## config.mk

```make
export PLATFORM = sky130hd
export DESIGN_NAME = best_fit_partition_allocator
export DESIGN_NICKNAME = d
export VERILOG_FILES = /design/src/sv/bfpa_pkg.sv /design/src/sv/bfpa_store.sv /design/src/sv/bfpa_fit_unit.sv /design/src/sv/bfpa_ctrl.sv /design/src/sv/best_fit_partition_allocator.sv
export VERILOG_INCLUDE_DIRS = /design/src /design/src/sv
export SDC_FILE = /design/constraint.sdc
export NUM_CORES = 1
export LEC_CHECK = 0
export BUFFER_PORTS_ARGS = -buffer_cell sky130_fd_sc_hd__buf_2
export CORE_ASPECT_RATIO = 2
export CORE_UTILIZATION = 40
export DETAILED_ROUTE_END_ITERATION = 8
export HOLD_SLACK_MARGIN = 0.05
export PLACE_DENSITY = 0.56
export SLEW_MARGIN = 20
export SYNTH_ARGS = -nofsm -noshare
export SYNTH_HDL_FRONTEND = slang
export SYNTH_HIERARCHICAL = 1
export SYNTH_SLANG_ARGS = --single-unit
```

## constraint.sdc

```tcl
create_clock -name clk_i -period 7.2 [get_ports clk_i]
set_input_delay 0.36 -clock clk_i [delete_from_list [all_inputs] [get_ports clk_i]]
set_output_delay 0.36 -clock clk_i [all_outputs]
set_load 0.02 [all_outputs]
```

## src/sv/best_fit_partition_allocator_macros.svh

```systemverilog
// Assertion macros used by the allocator top level.
// Depends on nothing; taken in by the top level, which checks its own logic.
`ifndef BEST_FIT_PARTITION_ALLOCATOR_MACROS_SVH
`define BEST_FIT_PARTITION_ALLOCATOR_MACROS_SVH

// Check a property on every rising edge outside reset, with a fixed message.
`define BFPA_ASSERT(name, clk, rst_n, prop) \
  name: assert property (@(posedge clk) disable iff (!rst_n) prop) \
    else $error("bfpa assertion failed");

// Same, with a caller-supplied message string.
`define BFPA_ASSERT_MSG(name, clk, rst_n, prop, msg) \
  name: assert property (@(posedge clk) disable iff (!rst_n) prop) \
    else $error(msg);

`endif

```

## src/sv/bfpa_pkg.sv

```systemverilog
// Shared types and fixed widths of the best-fit partition allocator.
// Depends on nothing; used by scoped names by every module of the block but bfpa_store.
`default_nettype none

package bfpa_pkg;

  localparam int unsigned SlotW   = 3;
  localparam int unsigned AmountW = 16;
  localparam int unsigned ChosenW = 3;
  localparam int unsigned StartW  = 19;
  localparam int unsigned EndW    = 20;
  localparam int unsigned LeftW   = 16;

  // Item kinds
  localparam logic KIND_LOAD    = 1'b0;
  localparam logic KIND_REQUEST = 1'b1;

  typedef struct packed {
    logic               kind;
    logic [SlotW-1:0]   slot;
    logic [AmountW-1:0] amount;
  } in_beat_t;

  typedef struct packed {
    logic                   granted;
    logic [ChosenW-1:0]     chosen;
    logic [StartW-1:0]      start_address;
    logic signed [EndW-1:0] end_address;
    logic [LeftW-1:0]       leftover;
  } out_beat_t;

  typedef enum logic [2:0] {
    ST_IDLE,
    ST_LOAD,
    ST_SCAN,
    ST_DRAIN,
    ST_CALC,
    ST_DONE
  } state_e;

  // Strobes from the sequencer to the datapath
  typedef struct packed {
    logic clear;   // item accepted: restart the scan
    logic scan;    // a partition read is issued this cycle
    logic load;    // write a partition size
    logic calc;    // form the grant and write back free space
    logic finish;  // move the result into the output register
  } ctrl_t;

endpackage

`default_nettype wire

```

## src/sv/bfpa_store.sv

```systemverilog
// Partition size and free-space memories with per-entry valid bits.
// Uses no package; its widths come in as parameters from the instantiating module.
`default_nettype none

module bfpa_store #(
  parameter int unsigned NUM_PARTITIONS = 8,
  parameter int unsigned SIZE_BITS      = 16,
  localparam int unsigned IdxW = (NUM_PARTITIONS > 1) ? $clog2(NUM_PARTITIONS) : 1
) (
  input  wire logic                 clk_i,
  input  wire logic                 rst_ni,
  input  wire logic [IdxW-1:0]      rd_addr_i,
  input  wire logic [IdxW-1:0]      wr_addr_i,
  input  wire logic                 wr_full_en_i,
  input  wire logic                 wr_free_en_i,
  input  wire logic [SIZE_BITS-1:0] wr_full_i,
  input  wire logic [SIZE_BITS-1:0] wr_free_i,
  output logic      [SIZE_BITS-1:0] rd_full_o,
  output logic      [SIZE_BITS-1:0] rd_free_o
);

  logic [SIZE_BITS-1:0]      full_mem [NUM_PARTITIONS];
  logic [SIZE_BITS-1:0]      free_mem [NUM_PARTITIONS];
  logic [NUM_PARTITIONS-1:0] vld_q;
  logic [SIZE_BITS-1:0]      rd_full_q;
  logic [SIZE_BITS-1:0]      rd_free_q;

  // A size write marks the entry live; unwritten entries read as zero.
  always_ff @(posedge clk_i or negedge rst_ni) begin
    if (!rst_ni) begin
      vld_q <= '0;
    end else if (wr_full_en_i) begin
      vld_q[wr_addr_i] <= 1'b1;
    end
  end

  always_ff @(posedge clk_i) begin
    if (wr_full_en_i) begin
      full_mem[wr_addr_i] <= wr_full_i;
    end
    if (wr_free_en_i) begin
      free_mem[wr_addr_i] <= wr_free_i;
    end
  end

  always_ff @(posedge clk_i) begin
    rd_full_q <= vld_q[rd_addr_i] ? full_mem[rd_addr_i] : '0;
    rd_free_q <= vld_q[rd_addr_i] ? free_mem[rd_addr_i] : '0;
  end

  assign rd_full_o = rd_full_q;
  assign rd_free_o = rd_free_q;

endmodule

`default_nettype wire

```

## src/sv/bfpa_fit_unit.sv

```systemverilog
// Shared compare/accumulate unit: walks the partitions one per cycle,
// tracks the best fit and the running base address. Uses bfpa_pkg.
`default_nettype none

module bfpa_fit_unit #(
  parameter int unsigned NUM_PARTITIONS = 8,
  parameter int unsigned SIZE_BITS      = 16,
  localparam int unsigned IdxW = (NUM_PARTITIONS > 1) ? $clog2(NUM_PARTITIONS) : 1
) (
  input  wire logic                        clk_i,
  input  wire logic                        rst_ni,
  input  wire bfpa_pkg::ctrl_t             ctrl_i,
  input  wire logic [IdxW-1:0]             scan_idx_i,
  input  wire logic [SIZE_BITS-1:0]        amt_i,
  input  wire logic [SIZE_BITS-1:0]        rd_full_i,
  input  wire logic [SIZE_BITS-1:0]        rd_free_i,
  output logic                             found_o,
  output logic      [IdxW-1:0]             best_idx_o,
  output logic      [SIZE_BITS-1:0]        best_full_o,
  output logic      [SIZE_BITS-1:0]        best_free_o,
  output logic      [bfpa_pkg::StartW-1:0] best_base_o
);

  localparam int unsigned StartW = bfpa_pkg::StartW;

  logic                          vld_q;
  logic [IdxW-1:0]               idx_q;
  logic                          found_q;
  logic [IdxW-1:0]               best_idx_q;
  logic [SIZE_BITS-1:0]          best_full_q;
  logic [SIZE_BITS-1:0]          best_free_q;
  logic [StartW-1:0]             best_base_q;
  logic [StartW-1:0]             base_acc_q;
  logic [StartW-1:0]             base_acc_d;
  logic [SIZE_BITS+StartW-1:0]   full_wide;
  logic                          take;

  // Fits, and strictly smaller than the best so far (lowest index wins ties).
  assign take = vld_q && (rd_free_i >= amt_i) && (!found_q || (rd_free_i < best_free_q));

  assign full_wide  = {{StartW{1'b0}}, rd_full_i};
  assign base_acc_d = base_acc_q + full_wide[StartW-1:0];

  always_ff @(posedge clk_i or negedge rst_ni) begin
    if (!rst_ni) begin
      vld_q   <= 1'b0;
      found_q <= 1'b0;
    end else begin
      vld_q <= ctrl_i.scan;
      if (ctrl_i.clear) begin
        found_q <= 1'b0;
      end else if (take) begin
        found_q <= 1'b1;
      end
    end
  end

  always_ff @(posedge clk_i) begin
    idx_q <= scan_idx_i;
    if (ctrl_i.clear) begin
      base_acc_q <= '0;
    end else if (vld_q) begin
      base_acc_q <= base_acc_d;
    end
    if (take) begin
      best_idx_q  <= idx_q;
      best_full_q <= rd_full_i;
      best_free_q <= rd_free_i;
      best_base_q <= base_acc_q;
    end
  end

  assign found_o     = found_q;
  assign best_idx_o  = best_idx_q;
  assign best_full_o = best_full_q;
  assign best_free_o = best_free_q;
  assign best_base_o = best_base_q;

endmodule

`default_nettype wire

```

## src/sv/bfpa_ctrl.sv

```systemverilog
// Sequencer of the allocator: item handshake, scan counter and datapath strobes.
// Uses bfpa_pkg for the state enum and the strobe struct.
`default_nettype none

module bfpa_ctrl #(
  parameter int unsigned NUM_PARTITIONS = 8,
  localparam int unsigned IdxW = (NUM_PARTITIONS > 1) ? $clog2(NUM_PARTITIONS) : 1
) (
  input  wire logic            clk_i,
  input  wire logic            rst_ni,
  input  wire logic            in_valid_i,
  input  wire logic            in_kind_i,
  input  wire logic            out_free_i,
  output logic                 in_stall_o,
  output logic      [IdxW-1:0] scan_idx_o,
  output bfpa_pkg::ctrl_t      ctrl_o
);

  localparam logic [IdxW-1:0] LastIdx = IdxW'(NUM_PARTITIONS - 1);

  bfpa_pkg::state_e state_q, state_d;
  logic [IdxW-1:0]  idx_q, idx_d;

  always_comb begin
    state_d = state_q;
    unique case (state_q)
      bfpa_pkg::ST_IDLE: begin
        if (in_valid_i) begin
          state_d = (in_kind_i == bfpa_pkg::KIND_REQUEST) ? bfpa_pkg::ST_SCAN
                                                          : bfpa_pkg::ST_LOAD;
        end
      end
      bfpa_pkg::ST_LOAD:  state_d = bfpa_pkg::ST_DONE;
      bfpa_pkg::ST_SCAN: begin
        if (idx_q == LastIdx) begin
          state_d = bfpa_pkg::ST_DRAIN;
        end
      end
      bfpa_pkg::ST_DRAIN: state_d = bfpa_pkg::ST_CALC;
      bfpa_pkg::ST_CALC:  state_d = bfpa_pkg::ST_DONE;
      bfpa_pkg::ST_DONE: begin
        if (out_free_i) begin
          state_d = bfpa_pkg::ST_IDLE;
        end
      end
      default: state_d = bfpa_pkg::ST_IDLE;
    endcase
  end

  assign idx_d = (state_q == bfpa_pkg::ST_SCAN) ? idx_q + IdxW'(1) : '0;

  always_ff @(posedge clk_i or negedge rst_ni) begin
    if (!rst_ni) begin
      state_q <= bfpa_pkg::ST_IDLE;
      idx_q   <= '0;
    end else begin
      state_q <= state_d;
      idx_q   <= idx_d;
    end
  end

  always_comb begin
    ctrl_o.clear  = (state_q == bfpa_pkg::ST_IDLE) && in_valid_i;
    ctrl_o.scan   = (state_q == bfpa_pkg::ST_SCAN);
    ctrl_o.load   = (state_q == bfpa_pkg::ST_LOAD);
    ctrl_o.calc   = (state_q == bfpa_pkg::ST_CALC);
    ctrl_o.finish = (state_q == bfpa_pkg::ST_DONE) && out_free_i;
    in_stall_o    = (state_q != bfpa_pkg::ST_IDLE);
  end

  assign scan_idx_o = idx_q;

endmodule

`default_nettype wire

```

## src/sv/best_fit_partition_allocator.sv

```systemverilog
// Best-fit partition allocator, top level.
// Uses bfpa_pkg, bfpa_ctrl, bfpa_fit_unit, bfpa_store and the assertion macros.
//
// Usage:
//   Input channel (in_valid_i / in_stall_o / in_beat_i) carries one beat per
//   item. kind = load writes the size of partition 'slot' and empties it;
//   kind = request places 'amount' in the partition with the least free space
//   that still holds it, lowest index on a tie, taken from the front of its
//   free space. Output channel (out_valid_o / out_stall_i / out_beat_o)
//   returns exactly one beat per item, in order.
//   Partitions lie back to back: the base of partition i is the sum of the
//   sizes of partitions below it.
// Sequence:
//   A load passes from accept through LOAD and DONE. A request passes
//   through SCAN, DRAIN, CALC and DONE; the result enters the output
//   register as the item leaves DONE. The scan is done by the single
//   compare/accumulate unit that reads one partition per cycle from the store.
//   in_stall_o is high while an item is in flight.
// Reset: all partition sizes and free space read as zero; no beat pending.
// Output stall: the result waits in the output register; a finished item
//   that finds the register still full holds until it drains.
`default_nettype none

`include "best_fit_partition_allocator_macros.svh"

module best_fit_partition_allocator #(
  parameter int unsigned NUM_PARTITIONS = 8,
  parameter int unsigned SIZE_BITS      = 16
) (
  input  wire logic                clk_i,
  input  wire logic                rst_ni,
  input  wire logic                in_valid_i,
  output logic                     in_stall_o,
  input  wire bfpa_pkg::in_beat_t  in_beat_i,
  output logic                     out_valid_o,
  input  wire logic                out_stall_i,
  output bfpa_pkg::out_beat_t      out_beat_o
);

  localparam int unsigned IdxW     = (NUM_PARTITIONS > 1) ? $clog2(NUM_PARTITIONS) : 1;
  localparam int unsigned SlotW    = bfpa_pkg::SlotW;
  localparam int unsigned AmountW  = bfpa_pkg::AmountW;
  localparam int unsigned ChosenW  = bfpa_pkg::ChosenW;
  localparam int unsigned StartW   = bfpa_pkg::StartW;
  localparam int unsigned EndW     = bfpa_pkg::EndW;
  localparam int unsigned LeftW    = bfpa_pkg::LeftW;
  localparam int unsigned SlotCmpW = 7;  // holds the largest partition count
  localparam logic [SlotCmpW-1:0] NumPart = SlotCmpW'(NUM_PARTITIONS);

  bfpa_pkg::ctrl_t      ctrl_s;
  logic [IdxW-1:0]      scan_idx;
  logic                 out_free;

  // Accepted item
  logic [SlotW-1:0]     slot_q;
  logic [SIZE_BITS-1:0] amt_q;
  logic [SIZE_BITS+AmountW-1:0] amt_in_wide;

  // Store and fit unit
  logic [SIZE_BITS-1:0] rd_full, rd_free;
  logic                 found;
  logic [IdxW-1:0]      best_idx;
  logic [SIZE_BITS-1:0] best_full, best_free;
  logic [StartW-1:0]    best_base;

  // Grant arithmetic
  logic [SlotCmpW-1:0]          slot_wide;
  logic                         slot_ok;
  logic [IdxW+SlotW-1:0]        slot_idx_wide;
  logic [IdxW-1:0]              wr_addr;
  logic                         wr_full_en, wr_free_en;
  logic [SIZE_BITS-1:0]         wr_free;
  logic [SIZE_BITS-1:0]         used;
  logic [SIZE_BITS+StartW-1:0]  used_wide;
  logic [StartW-1:0]            start_d;
  logic [SIZE_BITS-1:0]         new_free;
  logic [SIZE_BITS+LeftW-1:0]   new_free_wide;
  logic [IdxW+ChosenW-1:0]      best_idx_wide;
  logic [SIZE_BITS+EndW-1:0]    amt_end_wide;
  logic [EndW-1:0]              end_sum;

  // Result held between the datapath and the output register
  logic                 res_granted_q;
  logic                 res_req_q;
  logic [ChosenW-1:0]   res_chosen_q;
  logic [StartW-1:0]    res_start_q;
  logic [LeftW-1:0]     res_left_q;

  logic                 out_valid_q;
  bfpa_pkg::out_beat_t  out_beat_q;

  assign out_free = !out_valid_q || !out_stall_i;

  bfpa_ctrl #(
    .NUM_PARTITIONS (NUM_PARTITIONS)
  ) u_ctrl (
    .clk_i      (clk_i),
    .rst_ni     (rst_ni),
    .in_valid_i (in_valid_i),
    .in_kind_i  (in_beat_i.kind),
    .out_free_i (out_free),
    .in_stall_o (in_stall_o),
    .scan_idx_o (scan_idx),
    .ctrl_o     (ctrl_s)
  );

  // Capture the item beat; mask or widen the amount to the partition size width.
  assign amt_in_wide = {{SIZE_BITS{1'b0}}, in_beat_i.amount};

  always_ff @(posedge clk_i) begin
    if (ctrl_s.clear) begin
      slot_q <= in_beat_i.slot;
      amt_q  <= amt_in_wide[SIZE_BITS-1:0];
    end
  end

  // Loads to a slot past the last partition are dropped.
  assign slot_wide     = SlotCmpW'(slot_q);
  assign slot_ok       = (slot_wide < NumPart);
  assign slot_idx_wide = {{IdxW{1'b0}}, slot_q};

  // Single write port: a load writes size and free space, a grant writes free space.
  assign wr_addr    = ctrl_s.load ? slot_idx_wide[IdxW-1:0] : best_idx;
  assign wr_full_en = ctrl_s.load && slot_ok;
  assign wr_free_en = (ctrl_s.load && slot_ok) || (ctrl_s.calc && found);
  assign wr_free    = ctrl_s.load ? amt_q : new_free;

  bfpa_store #(
    .NUM_PARTITIONS (NUM_PARTITIONS),
    .SIZE_BITS      (SIZE_BITS)
  ) u_store (
    .clk_i        (clk_i),
    .rst_ni       (rst_ni),
    .rd_addr_i    (scan_idx),
    .wr_addr_i    (wr_addr),
    .wr_full_en_i (wr_full_en),
    .wr_free_en_i (wr_free_en),
    .wr_full_i    (amt_q),
    .wr_free_i    (wr_free),
    .rd_full_o    (rd_full),
    .rd_free_o    (rd_free)
  );

  bfpa_fit_unit #(
    .NUM_PARTITIONS (NUM_PARTITIONS),
    .SIZE_BITS      (SIZE_BITS)
  ) u_fit (
    .clk_i       (clk_i),
    .rst_ni      (rst_ni),
    .ctrl_i      (ctrl_s),
    .scan_idx_i  (scan_idx),
    .amt_i       (amt_q),
    .rd_full_i   (rd_full),
    .rd_free_i   (rd_free),
    .found_o     (found),
    .best_idx_o  (best_idx),
    .best_full_o (best_full),
    .best_free_o (best_free),
    .best_base_o (best_base)
  );

  // Start = partition base + space already handed out in it.
  assign used          = best_full - best_free;
  assign used_wide     = {{StartW{1'b0}}, used};
  assign start_d       = best_base + used_wide[StartW-1:0];
  assign new_free      = best_free - amt_q;
  assign new_free_wide = {{LeftW{1'b0}}, new_free};
  assign best_idx_wide = {{ChosenW{1'b0}}, best_idx};

  always_ff @(posedge clk_i) begin
    if (ctrl_s.load) begin
      res_granted_q <= slot_ok;
      res_req_q     <= 1'b0;
      res_chosen_q  <= '0;
      res_start_q   <= '0;
      res_left_q    <= '0;
    end else if (ctrl_s.calc) begin
      res_granted_q <= found;
      res_req_q     <= found;
      res_chosen_q  <= found ? best_idx_wide[ChosenW-1:0] : '0;
      res_start_q   <= found ? start_d : '0;
      res_left_q    <= found ? new_free_wide[LeftW-1:0] : '0;
    end
  end

  // End = start + amount - 1, wrapping; -1 for a zero-size grant at address 0.
  assign amt_end_wide = {{EndW{1'b0}}, amt_q};
  assign end_sum      = EndW'(res_start_q) + amt_end_wide[EndW-1:0] - EndW'(1);

  always_ff @(posedge clk_i or negedge rst_ni) begin
    if (!rst_ni) begin
      out_valid_q <= 1'b0;
    end else if (ctrl_s.finish) begin
      out_valid_q <= 1'b1;
    end else if (!out_stall_i) begin
      out_valid_q <= 1'b0;
    end
  end

  always_ff @(posedge clk_i) begin
    if (ctrl_s.finish) begin
      out_beat_q.granted       <= res_granted_q;
      out_beat_q.chosen        <= res_chosen_q;
      out_beat_q.start_address <= res_start_q;
      out_beat_q.end_address   <= res_req_q ? $signed(end_sum) : '0;
      out_beat_q.leftover      <= res_left_q;
    end
  end

  assign out_valid_o = out_valid_q;
  assign out_beat_o  = out_beat_q;

  // An accepted beat always closes the input side in the following cycle.
  `BFPA_ASSERT(a_one_item_in_flight, clk_i, rst_ni,
               (in_valid_i && !in_stall_o) |=> in_stall_o)
  // A result is only moved into the output register when it has room.
  `BFPA_ASSERT(a_finish_has_room, clk_i, rst_ni,
               ctrl_s.finish |-> (!out_valid_q || !out_stall_i))
  // The scan never addresses past the last partition.
  `BFPA_ASSERT(a_scan_in_range, clk_i, rst_ni,
               ctrl_s.scan |-> (32'(scan_idx) < 32'(NUM_PARTITIONS)))
  // A refused beat carries all-zero fields.
  `BFPA_ASSERT_MSG(a_refused_is_zero, clk_i, rst_ni,
                   (out_valid_o && !out_beat_o.granted) |->
                     (out_beat_o.chosen == '0 && out_beat_o.start_address == '0 &&
                      out_beat_o.end_address == '0 && out_beat_o.leftover == '0),
                   "refused beat has nonzero fields")

endmodule

`default_nettype wire

```

==> run_results.csv <==
group,metric,value,unit
cts,cts_tree,"built",
routing,dr_total_vias,13486,
setup_path,start_kind,"flip-flop",
routing,route.detailed.drc,0,
cts,worstSkewPairLatency,0.57,ns
placed_design,dp_hpwl,39600,um
floorplanning,initial_core_util,40.7,%
sta,rsz0062_at_grt,"false",
global_routing,grt_pass1_vias,13972,
synthesis,ys_types,75,
sta,drv_slew,0,
sta,tightestPinTransition,1.08,ns
sta,slew_headroom,27.3,%
pwr,p_int,5900,uW
pwr,p_per_area,345,nW/um2
cts,ctsResizeCount,0,
placed_design,gp_congestion,0.906,
routing,vias_per_cell,5.31,
setup_path,critical_path_peak_fanout,6,
routing,wl,54500,um
floorplanning,fp.dieH,338,um
pwr,p_leak,0.00951,uW
floorplanning,core_area,55600,um2
cts,clk_pin_slew,0.07,ns
synthesis,yosysWarnings,6,
finish,area_growth,13.1,%
cts,cts_setup_buffers,0,
cts,clock-root-buffer,"clkbuf_16",
synthesis,async_flop_share,3.41,%
sta,fin_crit_sh,62.6,%
global_routing,grt_overflow,0,
routing,dr.pass1.iters,5,
global_routing,grt_max_degree,61,
global_routing,grt_use_total,19.4,%
synthesis,syn_inst,1629,
flow_run,cap_violations,0,
synthesis,synth_area,22600,um2
cts,clock-sinks,499,
pwr,pwr-share-clk,26.4,%
synthesis,synthTopCellsByArea,"edfxtp_1 (52%), dfxtp_1 (8.2%), ha_1 (7.1%)",
placed_design,numPortBuffers,84,
sta,setup_viol,0,
synthesis,avgSynthCellArea,13.9,um2
setup_path,arrival,4.98,ns
sta,fmax,222,MHz
pwr,swShare,33.1,%
setup_path,cp-end-kind,"flip-flop",
floorplanning,die-width,170,um
finish,antenna_cells,0,
synthesis,synth_fa_ha_area_share,7.58,%
synthesis,synth_top_family_by_area,"multiplexers",
synthesis,synthMuxAreaShare,8.98,%
finish,final_util,46.0,%
pwr,switchingPower,2910,uW
pwr,combPwrFrac,26.9,%
routing,drtAntennaViolNets,0,
synthesis,yosysTopAreaCellShare,51.7,%
sta,fin_worst_skew,0.0206,ns
synthesis,synthSimpleGateAreaFrac,7.07,%
finish,drive_gt1_share,16.2,%
sta,setup-tns-final,0,ns
synthesis,synth_edf_count,389,
synthesis,seq_area_frac_synth,61.8,%
routing,wl_per_cell,21.5,um
pwr,ir_drop,204,uV
hold_path,hold_path.class,"in2reg",
floorplanning,die_area,57500,um2
floorplanning,io-pin-count,85,
synthesis,syn_nets,1787,
synthesis,synth-compound-area-share,8.65,%
synthesis,synth_seq_cells,499,
run_status,status,"finished, final reports clean",
pwr,seqPwrFrac,46.7,%
cts,h-tree-depth,2,
setup_path,path_class,"reg2reg",
cts,cts_hold_buffers,20,
global_routing,antenna_found_initial,0,
finish,nets,1920,
cts,clockBufferDepth,3,
synthesis,synth_flop_cell,"edfxtp_1",
synthesis,yosys.area.top_type,"edfxtp_1",
setup_path,crit_required,7.67,ns
global_routing,grt_pass1_wl,82900,um
synthesis,synthXorXnorAreaFrac,2.32,%
floorplanning,std_cell_rows,122,
sta,hold_viol,0,
cts,cts_made_buffers,44,
routing,drt-initial-drc-count,681,
sta,fin_crit,4.50,ns
sta,whs,0.0918,ns
==> power by group through the flow <==
stage	clock (uW)	sequential (uW)	combinational, uW
floorplan	0	4230	1490
global placement	0	4170	2320
detailed placement	0	4190	2370
CTS	2400	4130	2390
global route	2480	4170	2610
finish	2320	4120	2370
==> cell usage after synthesis, types with 7 or more instances <==
| library cell | count |
|---|---|
| edfxtp_1 | 389 |
| inv_1 | 144 |
| ha_1 | 129 |
| nor2_1 | 106 |
| dfxtp_1 | 93 |
| nand2_1 | 79 |
| a21oi_1 | 66 |
| mux4_2 | 66 |
| o21ai_0 | 59 |
| mux2i_1 | 43 |
| a21o_1 | 38 |
| xnor2_1 | 37 |
| nand2b_1 | 24 |
| xor2_1 | 23 |
| clkbuf_1 | 21 |
| and2_1 | 19 |
| dfrtp_1 | 17 |
| o22ai_1 | 16 |
| a31oi_1 | 15 |
| nor2b_1 | 15 |
| nor3_1 | 15 |
| nand3_1 | 14 |
| a211oi_1 | 11 |
| nand4_1 | 11 |
| o21a_1 | 11 |
| or2_2 | 10 |
| and3_1 | 8 |
| buf_2 | 8 |
| mux2_2 | 8 |
| buf_1 | 7 |
| buf_4 | 7 |
| o21ai_1 | 7 |
==> cells in the final DEF (no fill, tap or decap), types with 43 or more instances in the layout <==
cell,instances
mux2i_1,43
nand2_1,79
a21oi_1,66
inv_1,144
ha_1,129
edfxtp_1,389
nor2_1,106
buf_2,84
clkbuf_16,44
mux4_2,66
o21ai_0,59
dfxtp_1,93
==> flip-flops by register name, indices dropped and copies added (netlist names), 3 cells and up <==
name               count
amt_q                 16
u_fit/best_full_o     16
u_fit/best_base_o     19
res_left_q            16
u_store/free_mem     128
u_store/rd_full_o     16
u_store/vld_q          8
res_start_q           19
u_ctrl/scan_idx_o      3
u_fit/best_idx_o       3
u_ctrl/state_q         3
out_beat_o            59
u_fit/idx_q            3
u_fit/base_acc_q      19
slot_q                 3
u_store/full_mem     128
res_chosen_q           3
u_fit/best_free_o     16
u_store/rd_free_o     16
==> kinds of logic after synthesis <==
family          count (synthesis)
flops                         499
simple gates                  327
compound gates                296
buf+inv                       195
fa+ha+maj                     134
mux                           118
xor+xnor                       60
==> metal layers <==
metal,GRT usage (%),routed length (um)
met3,1.82,1390
met1,19.9,19700
met4,9.50,2580
met5,0,0
met2,38.2,30900
==> layout make-up <==
type,instances,area (um2)
fillers,4994,30000
flip-flops and latches,499,14000
multi-input cells,935,7860
clock buffers,56,1190
well taps,744,931
repair buffers,136,868
inverters,146,548
clock inverters,23,200
==> path summary, 6_finish.rpt <==
kind | startpoint | end | slack, ns | cells after the start
max | u_fit/best_free_o[1]$_DFFE_PP_ | res_start_q[17]$_SDFFE_PP0P_ | 2.70 | 16
min | out_stall_i | out_valid_o$_DFFE_PN0P_ | 0.09 | 3
max reg2reg | u_fit/best_free_o[1]$_DFFE_PP_ | res_start_q[17]$_SDFFE_PP0P_ | 2.70 | 16
min reg2reg | u_fit/idx_q[1]$_DFF_P_ | u_fit/best_idx_o[1]$_DFFE_PP_ | 0.40 | 0
max in group asynchronous | rst_ni | u_ctrl/scan_idx_o[0]$_DFF_PN0_ | 6.58 | 2
min in group asynchronous | rst_ni | u_fit/found_o$_DFFE_PN0P_ | 0.27 | 2
==> critical path, stage by stage (launching register included) <==
cell       delay [ns]
edfxtp_1         0.47
inv_1            0.07
ha_1             0.27
nor2b_1          0.19
o2111ai_1        0.17
a21boi_0         0.46
a31oi_1          0.22
o31ai_1          0.51
mux2_2           0.40
o2111ai_1        0.11
ha_1             0.33
a21oi_1          0.21
o21ai_0          0.11
a21o_1           0.19
a221oi_1         0.25
mux2_2           0.36
o221ai_1         0.06
==> stage by stage <==
| step | total power, uW | std cells | worst slack [ns] | instance area [um2] |
|---|---|---|---|---|
| after global placement | 6490 | 2439 | 2.71 | 24000 |
| final | 8810 | 2539 | 2.70 | 25600 |
| after detailed placement | 6560 | 2440 | 2.64 | 24000 |
| after floorplan | 5720 | 1629 | 0.917 | 22600 |
| after global routing | 9270 | 2539 | 2.38 | 25600 |
| after CTS | 8920 | 2539 | 2.61 | 25600 |
(Power assumes the default switching activity.)
